**src/design/dnsle_pkg.sv**
```systemverilog
`timescale 1ns / 1ps

package dnsle_pkg;

    localparam int LABEL_CAP_DEF = 32;
    localparam int NAME_CAP_DEF  = 255;

    localparam logic [7:0] DOT_CHAR  = 8'h2E;
    localparam logic [7:0] NUL_CHAR  = 8'h00;
    localparam logic [7:0] TERM_BYTE = 8'h00;

    typedef enum logic [1:0] {
        S_IDLE,
        S_LEN,
        S_CHR,
        S_TERM
    } state_t;

    // controller -> datapath
    typedef struct packed {
        logic store_char;   // keep a label character (or mark overflow)
        logic count_char;   // one more character seen in this name
        logic name_stop;    // NUL seen: ignore the rest of the name
        logic load_len;     // length byte into output register
        logic load_chr;     // next stored character into output register
        logic load_term;    // zero terminator into output register
        logic clear_label;  // label fully sent
        logic clear_name;   // name fully sent
    } dp_cmd_t;

    // datapath -> controller
    typedef struct packed {
        logic is_end;
        logic is_dot;
        logic is_nul;
        logic name_full;
        logic fill_zero;
        logic last_chr;
        logic out_free;
    } dp_sts_t;

endpackage

```
**src/design/dnsle_ctrl.sv**
```systemverilog
`timescale 1ns / 1ps

module dnsle_ctrl
(
    input  logic              clk,
    input  logic              rst_n,
    input  logic              in_valid,
    output logic              in_ready,
    input  dnsle_pkg::dp_sts_t sts,
    output dnsle_pkg::dp_cmd_t cmd
);

    dnsle_pkg::state_t state_reg;
    dnsle_pkg::state_t state_next;
    logic              term_reg;
    logic              term_next;
    logic              accept;

    assign in_ready = (state_reg == dnsle_pkg::S_IDLE);
    assign accept   = in_valid && in_ready;

    always_ff @(posedge clk or negedge rst_n)
    begin
        if (!rst_n)
        begin
            state_reg <= dnsle_pkg::S_IDLE;
            term_reg  <= 1'b0;
        end
        else
        begin
            state_reg <= state_next;
            term_reg  <= term_next;
        end
    end

    // next state
    always_comb
    begin
        state_next = state_reg;
        term_next  = term_reg;
        case (state_reg)
            dnsle_pkg::S_IDLE:
            begin
                if (accept)
                begin
                    if (sts.is_end)
                    begin
                        state_next = dnsle_pkg::S_LEN;
                        term_next  = 1'b1;
                    end
                    else if (!sts.name_full && !sts.is_nul && sts.is_dot)
                    begin
                        state_next = dnsle_pkg::S_LEN;
                        term_next  = 1'b0;
                    end
                end
            end
            dnsle_pkg::S_LEN:
            begin
                if (sts.out_free)
                begin
                    if (!sts.fill_zero)
                        state_next = dnsle_pkg::S_CHR;
                    else if (term_reg)
                        state_next = dnsle_pkg::S_TERM;
                    else
                        state_next = dnsle_pkg::S_IDLE;
                end
            end
            dnsle_pkg::S_CHR:
            begin
                if (sts.out_free && sts.last_chr)
                    state_next = term_reg ? dnsle_pkg::S_TERM : dnsle_pkg::S_IDLE;
            end
            dnsle_pkg::S_TERM:
            begin
                if (sts.out_free)
                begin
                    state_next = dnsle_pkg::S_IDLE;
                    term_next  = 1'b0;
                end
            end
            default:
            begin
                state_next = dnsle_pkg::S_IDLE;
                term_next  = 1'b0;
            end
        endcase
    end

    // commands
    always_comb
    begin
        cmd = '0;
        case (state_reg)
            dnsle_pkg::S_IDLE:
            begin
                if (accept && !sts.is_end && !sts.name_full)
                begin
                    if (sts.is_nul)
                        cmd.name_stop = 1'b1;
                    else
                    begin
                        cmd.count_char = 1'b1;
                        cmd.store_char = !sts.is_dot;
                    end
                end
            end
            dnsle_pkg::S_LEN:
            begin
                if (sts.out_free)
                begin
                    cmd.load_len    = 1'b1;
                    cmd.clear_label = sts.fill_zero;
                end
            end
            dnsle_pkg::S_CHR:
            begin
                if (sts.out_free)
                begin
                    cmd.load_chr    = 1'b1;
                    cmd.clear_label = sts.last_chr;
                end
            end
            dnsle_pkg::S_TERM:
            begin
                if (sts.out_free)
                begin
                    cmd.load_term  = 1'b1;
                    cmd.clear_name = 1'b1;
                end
            end
            default:
            begin
                cmd = '0;
            end
        endcase
    end

endmodule

```
**src/design/dnsle_datapath.sv**
```systemverilog
`timescale 1ns / 1ps

module dnsle_datapath
#(
    parameter int LABEL_CAP = dnsle_pkg::LABEL_CAP_DEF,
    parameter int NAME_CAP  = dnsle_pkg::NAME_CAP_DEF
)
(
    input  logic               clk,
    input  logic               rst_n,
    input  logic [7:0]         in_char,
    input  logic               in_end,
    input  dnsle_pkg::dp_cmd_t cmd,
    output dnsle_pkg::dp_sts_t sts,
    output logic               out_valid,
    input  logic               out_ready,
    output logic [7:0]         out_byte,
    output logic               out_last,
    output logic               out_trunc
);

    localparam int FILL_W = $clog2(LABEL_CAP + 1);
    localparam int ADDR_W = (LABEL_CAP > 1) ? $clog2(LABEL_CAP) : 1;
    localparam int SEEN_W = $clog2(NAME_CAP + 1);

    logic [7:0]        label_store [LABEL_CAP];
    logic [7:0]        rd_data_reg;
    logic              rd_en;
    logic [ADDR_W-1:0] rd_addr;
    logic              wr_en;

    logic [FILL_W-1:0] fill_reg;
    logic [FILL_W-1:0] fill_next;
    logic              ovf_reg;
    logic              ovf_next;
    logic [FILL_W-1:0] idx_reg;
    logic [FILL_W-1:0] idx_next;
    logic [FILL_W-1:0] idx_inc;
    logic [SEEN_W-1:0] seen_reg;
    logic [SEEN_W-1:0] seen_next;

    logic              valid_reg;
    logic              valid_next;
    logic [7:0]        byte_reg;
    logic [7:0]        byte_next;
    logic              last_reg;
    logic              last_next;
    logic              trunc_reg;
    logic              trunc_next;
    logic              out_free;
    logic              room;

    assign out_free = !valid_reg || out_ready;
    assign room     = (fill_reg < FILL_W'(LABEL_CAP));
    assign idx_inc  = idx_reg + FILL_W'(1);
    assign wr_en    = cmd.store_char && room;

    assign sts.is_end    = in_end;
    assign sts.is_dot    = (in_char == dnsle_pkg::DOT_CHAR);
    assign sts.is_nul    = (in_char == dnsle_pkg::NUL_CHAR);
    assign sts.name_full = (seen_reg >= SEEN_W'(NAME_CAP));
    assign sts.fill_zero = (fill_reg == '0);
    assign sts.last_chr  = (idx_inc == fill_reg);
    assign sts.out_free  = out_free;

    // label store: one write port, one registered read port
    always_ff @(posedge clk)
    begin
        if (wr_en)
            label_store[fill_reg[ADDR_W-1:0]] <= in_char;
    end

    always_ff @(posedge clk)
    begin
        if (rd_en)
            rd_data_reg <= label_store[rd_addr];
    end

    // read is issued one word ahead of the output register
    always_comb
    begin
        idx_next = idx_reg;
        rd_en    = 1'b0;
        if (cmd.load_len)
        begin
            idx_next = '0;
            rd_en    = (fill_reg != '0);
        end
        else if (cmd.load_chr)
        begin
            idx_next = idx_inc;
            rd_en    = !sts.last_chr;
        end
        rd_addr = idx_next[ADDR_W-1:0];
    end

    always_comb
    begin
        fill_next = fill_reg;
        ovf_next  = ovf_reg;
        if (cmd.clear_label)
        begin
            fill_next = '0;
            ovf_next  = 1'b0;
        end
        else if (cmd.store_char)
        begin
            if (room)
                fill_next = fill_reg + FILL_W'(1);
            else
                ovf_next = 1'b1;
        end
    end

    always_comb
    begin
        seen_next = seen_reg;
        if (cmd.clear_name)
            seen_next = '0;
        else if (cmd.name_stop)
            seen_next = SEEN_W'(NAME_CAP);
        else if (cmd.count_char)
            seen_next = seen_reg + SEEN_W'(1);
    end

    always_comb
    begin
        valid_next = valid_reg;
        byte_next  = byte_reg;
        last_next  = last_reg;
        trunc_next = trunc_reg;
        if (cmd.load_len)
        begin
            valid_next = 1'b1;
            byte_next  = 8'(fill_reg);
            last_next  = 1'b0;
            trunc_next = ovf_reg;
        end
        else if (cmd.load_chr)
        begin
            valid_next = 1'b1;
            byte_next  = rd_data_reg;
            last_next  = 1'b0;
            trunc_next = 1'b0;
        end
        else if (cmd.load_term)
        begin
            valid_next = 1'b1;
            byte_next  = dnsle_pkg::TERM_BYTE;
            last_next  = 1'b1;
            trunc_next = 1'b0;
        end
        else if (out_ready)
            valid_next = 1'b0;
    end

    always_ff @(posedge clk or negedge rst_n)
    begin
        if (!rst_n)
        begin
            fill_reg  <= '0;
            ovf_reg   <= 1'b0;
            idx_reg   <= '0;
            seen_reg  <= '0;
            valid_reg <= 1'b0;
        end
        else
        begin
            fill_reg  <= fill_next;
            ovf_reg   <= ovf_next;
            idx_reg   <= idx_next;
            seen_reg  <= seen_next;
            valid_reg <= valid_next;
        end
    end

    always_ff @(posedge clk)
    begin
        byte_reg  <= byte_next;
        last_reg  <= last_next;
        trunc_reg <= trunc_next;
    end

    assign out_valid = valid_reg;
    assign out_byte  = byte_reg;
    assign out_last  = last_reg;
    assign out_trunc = trunc_reg;

endmodule

```
**src/design/dns_name_label_encoder_top.sv**
```systemverilog
`timescale 1ns / 1ps
// Ordinary character: taken while idle; the next word is accepted on the following cycle.
// Dot or end of name: the closing word moves to S_LEN, which loads the length byte of the
// label of n kept characters; its stored bytes follow one per cycle unless the output stalls,
// off the single label-store read port, and end of name then adds the terminator.
// Reset (rst_n low, asynchronous) empties the label and the name count; store contents are kept.
module dns_name_label_encoder_top
#(
    parameter int LABEL_CAP = dnsle_pkg::LABEL_CAP_DEF,
    parameter int NAME_CAP  = dnsle_pkg::NAME_CAP_DEF
)
(
    input  logic       clk,
    input  logic       rst_n,
    input  logic       s_axis_tvalid,
    output logic       s_axis_tready,
    input  logic [7:0] s_axis_tdata,   // [7:0] char_in
    input  logic       s_axis_tlast,   // name_end
    output logic       m_axis_tvalid,
    input  logic       m_axis_tready,
    output logic [7:0] m_axis_tdata,   // [7:0] out_byte
    output logic       m_axis_tlast,   // name_last
    output logic       m_axis_tuser    // [0] label_truncated
);

    dnsle_pkg::dp_cmd_t cmd;
    dnsle_pkg::dp_sts_t sts;

    dnsle_ctrl u_ctrl
    (
        .clk      (clk),
        .rst_n    (rst_n),
        .in_valid (s_axis_tvalid),
        .in_ready (s_axis_tready),
        .sts      (sts),
        .cmd      (cmd)
    );

    dnsle_datapath
    #(
        .LABEL_CAP (LABEL_CAP),
        .NAME_CAP  (NAME_CAP)
    )
    u_dp
    (
        .clk       (clk),
        .rst_n     (rst_n),
        .in_char   (s_axis_tdata),
        .in_end    (s_axis_tlast),
        .cmd       (cmd),
        .sts       (sts),
        .out_valid (m_axis_tvalid),
        .out_ready (m_axis_tready),
        .out_byte  (m_axis_tdata),
        .out_last  (m_axis_tlast),
        .out_trunc (m_axis_tuser)
    );

endmodule

```
**config.mk**
```make
export PLATFORM = sky130hd
export DESIGN_NAME = dns_name_label_encoder_top
export DESIGN_NICKNAME = d
export VERILOG_FILES = /design/src/design/dnsle_pkg.sv /design/src/design/dnsle_ctrl.sv /design/src/design/dnsle_datapath.sv /design/src/design/dns_name_label_encoder_top.sv
export SDC_FILE = /design/constraint.sdc
export NUM_CORES = 1
export LEC_CHECK = 0
export BUFFER_PORTS_ARGS = -buffer_cell sky130_fd_sc_hd__buf_2
export CAP_MARGIN = 10
export CORE_MARGIN = 3
export CORE_UTILIZATION = 30
export CTS_CLUSTER_DIAMETER = 60
export DETAILED_ROUTE_END_ITERATION = 10
export GPL_ROUTABILITY_DRIVEN = 0
export SLEW_MARGIN = 0
export SYNTH_ARGS = -nofsm -noshare
export SYNTH_HDL_FRONTEND = slang
export SYNTH_SLANG_ARGS = --single-unit
```
**constraint.sdc**
```tcl
create_clock -name clk -period 6.2 [get_ports clk]
set_clock_uncertainty 0.05 [all_clocks]
set_input_delay 1.24 -clock clk [delete_from_list [all_inputs] [get_ports clk]]
set_output_delay 1.24 -clock clk [all_outputs]
set_load 0.05 [all_outputs]
```
=== Yosys cells after proc, flatten, opt, wreduce, memory -nomap -nowiden ===
Memory sizes are Yosys's and may differ from the RTL's. A register that Yosys moved wholly into a read port is not among the register bits.
Index checks and enable logic that the tools add are counted.

* Flip-flop bits (word level): 35
* Memories: 1
* Input bits: 13
* Output and inout port bits: 12
* Memory bits (writable): 256
* Logic and storage cells: 110

* Add/sub/neg operators: 3
* Eq/ne operators: 11
* Mux-type cells: 50
* Reductions and logical operators: 31
* Order comparisons: 2

{| class="wikitable"
|+ Memory list
! name !! depth !! bits a word !! rd ports !! clocked after memory_dff !! write ports !! line !! source
|-
| u_dp.label_store || 32 || 8 || 1 || 1 || 1 || dnsle_datapath.sv:26 || <nowiki>logic [7:0] label_store [LABEL_CAP];</nowiki>
|}

{| class="wikitable"
|+ Operators with widths
! cell !! count
|-
| 8-bit two-way mux || 5
|-
| 6-bit two-way mux || 6
|-
| 1-bit two-way mux || 25
|-
| 2-bit two-way mux || 9
|-
| 6-bit by 1-bit adder with 6-bit output (second input constant) || 2
|-
| 2-bit nonzero test || 5
|-
| 8-bit by 1-bit adder with 8-bit output (second input constant) || 1
|-
| 8-bit by 6-bit equality test with 1-bit output (second input constant) || 1
|-
| 8-bit >= comparator (second input constant) || 1
|-
| 8-bit zero test || 1
|-
| 2-bit one-hot mux with 4 select lines || 1
|-
| 1-bit logical AND || 7
|-
| 6-bit equality test || 1
|-
| 1-bit zero test || 6
|-
| 6-bit zero test || 1
|-
| 6-bit less-than comparator (second input constant) || 1
|-
| 3-bit two-way mux || 2
|-
| 2-bit by 1-bit inequality test with 1-bit output (second input constant) || 3
|-
| 3-bit nonzero test || 2
|-
| 6-bit nonzero test || 1
|-
| 5-bit AND reduction || 1
|-
| 2-bit equality test (second input constant) || 2
|-
| 2-bit inequality test (second input constant) || 2
|-
| 1-bit one-hot mux with 2 select lines || 2
|-
| 8 further kinds || 9
|}

=== Logic depth before layout (Yosys ltp) ===
* Depth after elaboration: 9
* Gate-level depth with buffers: 13
* Depth with buffers taken out: 10

=== Modules after synthesis ===
A second synthesis with hierarchy kept.

* Cell total of the unflattened synthesis: 1122
* Area total of the unflattened synthesis: 13754.4 um^2

{| class="wikitable"
|+ Modules (own cells, without submodules)
! module !! seq. area each (um^2) !! cells an instance !! times used !! area an instance (um^2)
|-
| dnsle_datapath || 8748.4 || 1080 || 1 || 13397.8
|-
| dnsle_ctrl || 75.1 || 42 || 1 || 356.6
|}

=== Worst setup path before layout ===
Ideal clock, no wire load.

* Kind: input -> register
* From: in m_axis_tready
* To: reg u_dp.rd_data_reg[0], read port of u_dp.label_store, data pin
* Data arrival time: 2891 ps
* Data required time: 5876 ps
* Buffers on the path: 4
* Setup time: 274 ps
* Stages: 11
* Path slack: 2985 ps
* Path through: nor2b_1 buf_6 or3_1 buf_6 nand2_8 buf_8 buf_12 mux2i_1 o22ai_1 o41ai_1 o32ai_1

* Longest elaborated chain between the ends: 5
* Elaborated cells on any way between the ends: 8
* Those cells by class: 7 x mux; 1 x reduce/logical

{| class="wikitable"
|+ Ends and longest elaborated chain
! element !! line !! source
|-
| start, declared || dns_name_label_encoder_top.sv:20 || <nowiki>input logic m_axis_tready,</nowiki>
|-
| 1-bit logical OR * || dnsle_datapath.sv:53 || <nowiki>assign out_free = !valid_reg || out_ready;</nowiki>
|-
| 1-bit two-way mux * || dnsle_ctrl.sv:111, dnsle_ctrl.sv:119 ||
|-
| 1-bit two-way mux || dnsle_ctrl.sv:95 || <nowiki>case (state_reg)</nowiki>
|-
| 6-bit two-way mux / 1-bit two-way mux (equally long branches) || dnsle_datapath.sv:89 || <nowiki>else if (cmd.load_chr)</nowiki>
|-
| 6-bit two-way mux / 1-bit two-way mux (equally long branches) || dnsle_datapath.sv:84 || <nowiki>if (cmd.load_len)</nowiki>
|-
| end, declared || dnsle_datapath.sv:27 || <nowiki>logic [7:0] rd_data_reg;</nowiki>
|}

Mark *: on every way between the ends. The rest lies on a longest branch, timed or not. The select of a mux whose other input is x is not followed.
A chain may end at the register's enable or synchronous reset.

=== Final worst setup path ===
* From: in m_axis_tready
* To: reg u_dp.rd_data_reg[6], read port of u_dp.label_store, data pin

Same word-level chain as after synthesis.

==> run summary <==
The flow ran to the end, and the final reports show no timing, DRC or antenna violations. The quantity of I/O buffers inserted on ports was 24; the placement-stage cell area was 13100 um2. After technology mapping, the gate count stands at 929.

The logs give 0 for the count of inserted antenna diode cells and 0 for the number of pins exceeding their max-slew limit in the final report. The netlist uses 54 different library cells. The tightest min-delay check is of the reg2reg type. In this run the deepest clock path goes through 3 buffers. The startpoint type of the worst setup path is a primary input. Global routing used 2.75% of the available met3 tracks. The run gives 20.6% as the met2 track utilization from global routing. Setup repair after global routing left no endpoint under its margin. The power density relative to cell area is 391 nW/um2.

The number of warnings reported in the yosys synthesis log was 0; the maximum cell stage delay along the critical path was 0.74 ns. Layout-stage area growth over the synthesis result: 12.7%. The post-route antenna net violation count came out at 0. For this design, the slowest cell found on the critical path is o41ai_1. The post-synthesis area per instance was 13.5 um2. Hold repair after CTS inserted 0 buffers. OpenSTA, run right after detailed placement, puts the worst setup slack at 1.31 ns. The final critical delay including setup and external delays is 4.40 ns. The worst-case IR drop observed on VDD is 0.000218 V. The logs give 1497 for the final cell count without fillers and 74 for the number of rows in the core area. The TritonCTS buffer count was 31. For the summed area of non-filler cells in the final layout, the log shows 14200 um2. The run gives 7681 as the vias after detailed routing.

Gates resized during post-CTS repair numbered 0. Clock transition time at the flip-flop clock pins of the worst setup and hold paths: 0.06 ns. Counting every sink on the clock net gives 299. The tools report the master cell of the clock root buffer as clkbuf_16. The run gives 724 as the iteration-0 DRC count of the detailed router. In this run the most used layer during global routing was met2. The startpoint-to-endpoint class of the critical path is in2reg. The switching share of power was 31.7%; the fraction of layout cells with a size suffix above 1 was 10.8%.

The synthesis-stage register bit count came out at 299. For this run, the leading register cell type out of synthesis is edfxtp_1. The logs give 0 for the DRC violation count after routing and 1.91 ns for the flop-to-flop setup slack. The sequential fraction of design power was 43.1%. The tools report the final setup TNS as 0 ns. The floorplan step set the die width to 211 um. Post-CTS setup buffer count: 0. Area of the mapped netlist: 12600 um2.

Global routing consumed, over all layers together, 13.3% of the routing resources. Measured along the y axis, the die boundary spans 211 um. The number of global-route vias before repair is 7371, and the share of synthesized flip-flops with an asynchronous set or reset is 8.36%.

For the number of H-tree levels, the log shows 1. The actual transition at the worst max-transition pin came out at 0.970 ns. The largest fanout on the critical path is 45.

Data on the critical path arrives at its endpoint at 4.63 ns. Of the total power, combinational logic draws 22.8%. The later pin in the worst-skew pair is clocked with a latency of 0.57 ns. For the final count of negative-setup-slack endpoints, the log shows 0. TritonCTS built the clock tree. The largest net degree at the start of global routing was 82. Reported max-cap violation count: 0. The critical path goes through buf_2 > nor2b_1 > o21ai_4 > nand2_8 > buf_4 > mux2i_1 > o22ai_1 > o41ai_1 > o32ai_1. Of the total power, the clock network draws 34.0%.

The initial utilization of the core area, before any placement, comes to 30.6%. The analysis attributes to cell leakage a power of 4.92 nW. The number of cells in the design after placement is 1439, and the number of enable-type register cells in the synthesized netlist is 271. The internal power is 3.78 mW, and the slack of the critical path is 1.80 ns.

The number of nets in the synthesized netlist is 953, and the half-perimeter wire length of the detailed placement result is 18600 um. The placeable core area was 41100 um2; the global-route track usage on met1 was 18.8%. The required time of the worst setup path is 6.43 ns, and the final hold violation count is 0. Endpoint kind of the worst setup timing path: a register. The die covers 44400 um2. The number of antenna violations at the first check in global routing is 0, and the global-route wire length before repair is 45900 um.

The post-synthesis sequential area ratio is 70.3%, and the number of flip-flops under the largest register name is 256. After layout, the worst path uses 71.0% of the clock period. Summed over all nets, the switching power comes to 1.75 mW.

Top-level I/O count: 25. Max-slew headroom at the worst pin: 35.2%. The run gives 5 as the number of optimization iterations in the first detailed-route pass. The net count of the finished layout was 964. Dividing the detail-routed via count by the number of cells gives 5.13. Based on the critical path, the design can be clocked at up to 227 MHz. The final wirelength is 30400 um, and the overflow left after global routing is 0. Dividing the detail-routed wire length by the instance count gives 20.3 um.
## worst paths after layout
kind                                          start             endpoint  cells after the start
max in group asynchronous                     rst_n  u_ctrl.state_reg[1]                      1
worst min register to register        u_dp.out_last        u_dp.out_last                      1
worst max-delay path                  m_axis_tready  u_dp.rd_data_reg[6]                      9
min in group asynchronous                     rst_n     u_dp.seen_reg[4]                      1
worst max register to register  u_ctrl.state_reg[0]  u_dp.rd_data_reg[6]                     10
worst min-delay path                  u_dp.out_last        u_dp.out_last                      1
## critical path, delay by kind of cell
kind,cells,cell delay [ns]
buffers and inverters,2,0.73
and+or+nand+nor,2,0.87
muxes,1,0.33
AOI/OAI and AO/OA,4,1.40
## per-layer routing
metal,wire [um],vias to the layer above
li1,-,3568
met1,13300,3752
met2,13700,306
met3,2580,55
met4,889,0
met5,0,-
## Yosys cell counts (all sizes together) (6+ instances only)
master	instances	area (um2)
o32ai	8	70.1
inv	13	48.8
clkbuf	27	104
o22ai	17	106
xor2	7	61.3
and3	36	225
dfrtp	25	626
a21oi	48	252
ha	11	138
nand3	42	210
o41ai	8	70.1
a311oi	36	315
edfxtp	271	8140
o21ai	10	61.3
nor2	54	203
mux2i	34	340
a211oi	35	263
buf	29	218
a22o	6	52.6
xnor2	8	70.1
nand2	157	613
## cell type report
class / instances / area (um2)
Inverter: 13 / 48.8
Clock buffer: 32 / 779
Tap cell: 532 / 666
Multi-Input combinational cell: 561 / 3380
Clock inverter: 26 / 265
Timing Repair Buffer: 34 / 195
Fill cell: 4002 / 27000
Sequential cell: 299 / 8820
## stage by stage
stage | power [mW] | util, % | hold WS (ns)
3_3_place_gp | 3.68 | 31.9 | 0.418
2_1_floorplan | 3.39 | - | 0.382
3_5_place_dp | 3.69 | 31.9 | 0.429
5_1_grt | 5.77 | 34.4 | 0.479
4_1_cts | 5.57 | 34.4 | 0.444
6_report | 5.53 | 34.4 | 0.443
## power by group through the flow
stage          logic [mW]  registers, mW  clock network, mW
6_report             1.26           2.39               1.88
5_1_grt              1.38           2.39               1.99
4_1_cts              1.27           2.38               1.92
3_5_place_dp         1.26           2.43                  0
3_3_place_gp         1.25           2.43                  0
2_1_floorplan       0.874           2.52                  0
## kinds of logic after synthesis
logic type | share of synthesized area, %
AND/OR/NAND/NOR | 11.9
flip-flops | 70.3
AO/OA/AOI/OAI | 9.99
buffers and inverters | 2.95
multiplexers | 2.80
XOR/XNOR | 1.05
adder cells (fa/ha/maj) | 1.10
## layout by cell type, fill, tap and decap left out, drive strengths merged, types with 5 or more instances in the layout
master and count:
a211oi 35, a21oi 48, a22o 6, a311oi 36, and3 36, buf 34
clkbuf 32, clkinv 14, clkinvlp 5, dfrtp 25, edfxtp 271, ha 11
inv 16, mux2i 34, nand2 157, nand3 42, nor2 54, o21ai 10
o22ai 17, o32ai 8, o41ai 8, xnor2 8, xor2 7
No activity file was read; power rests on OpenSTA's default activity.
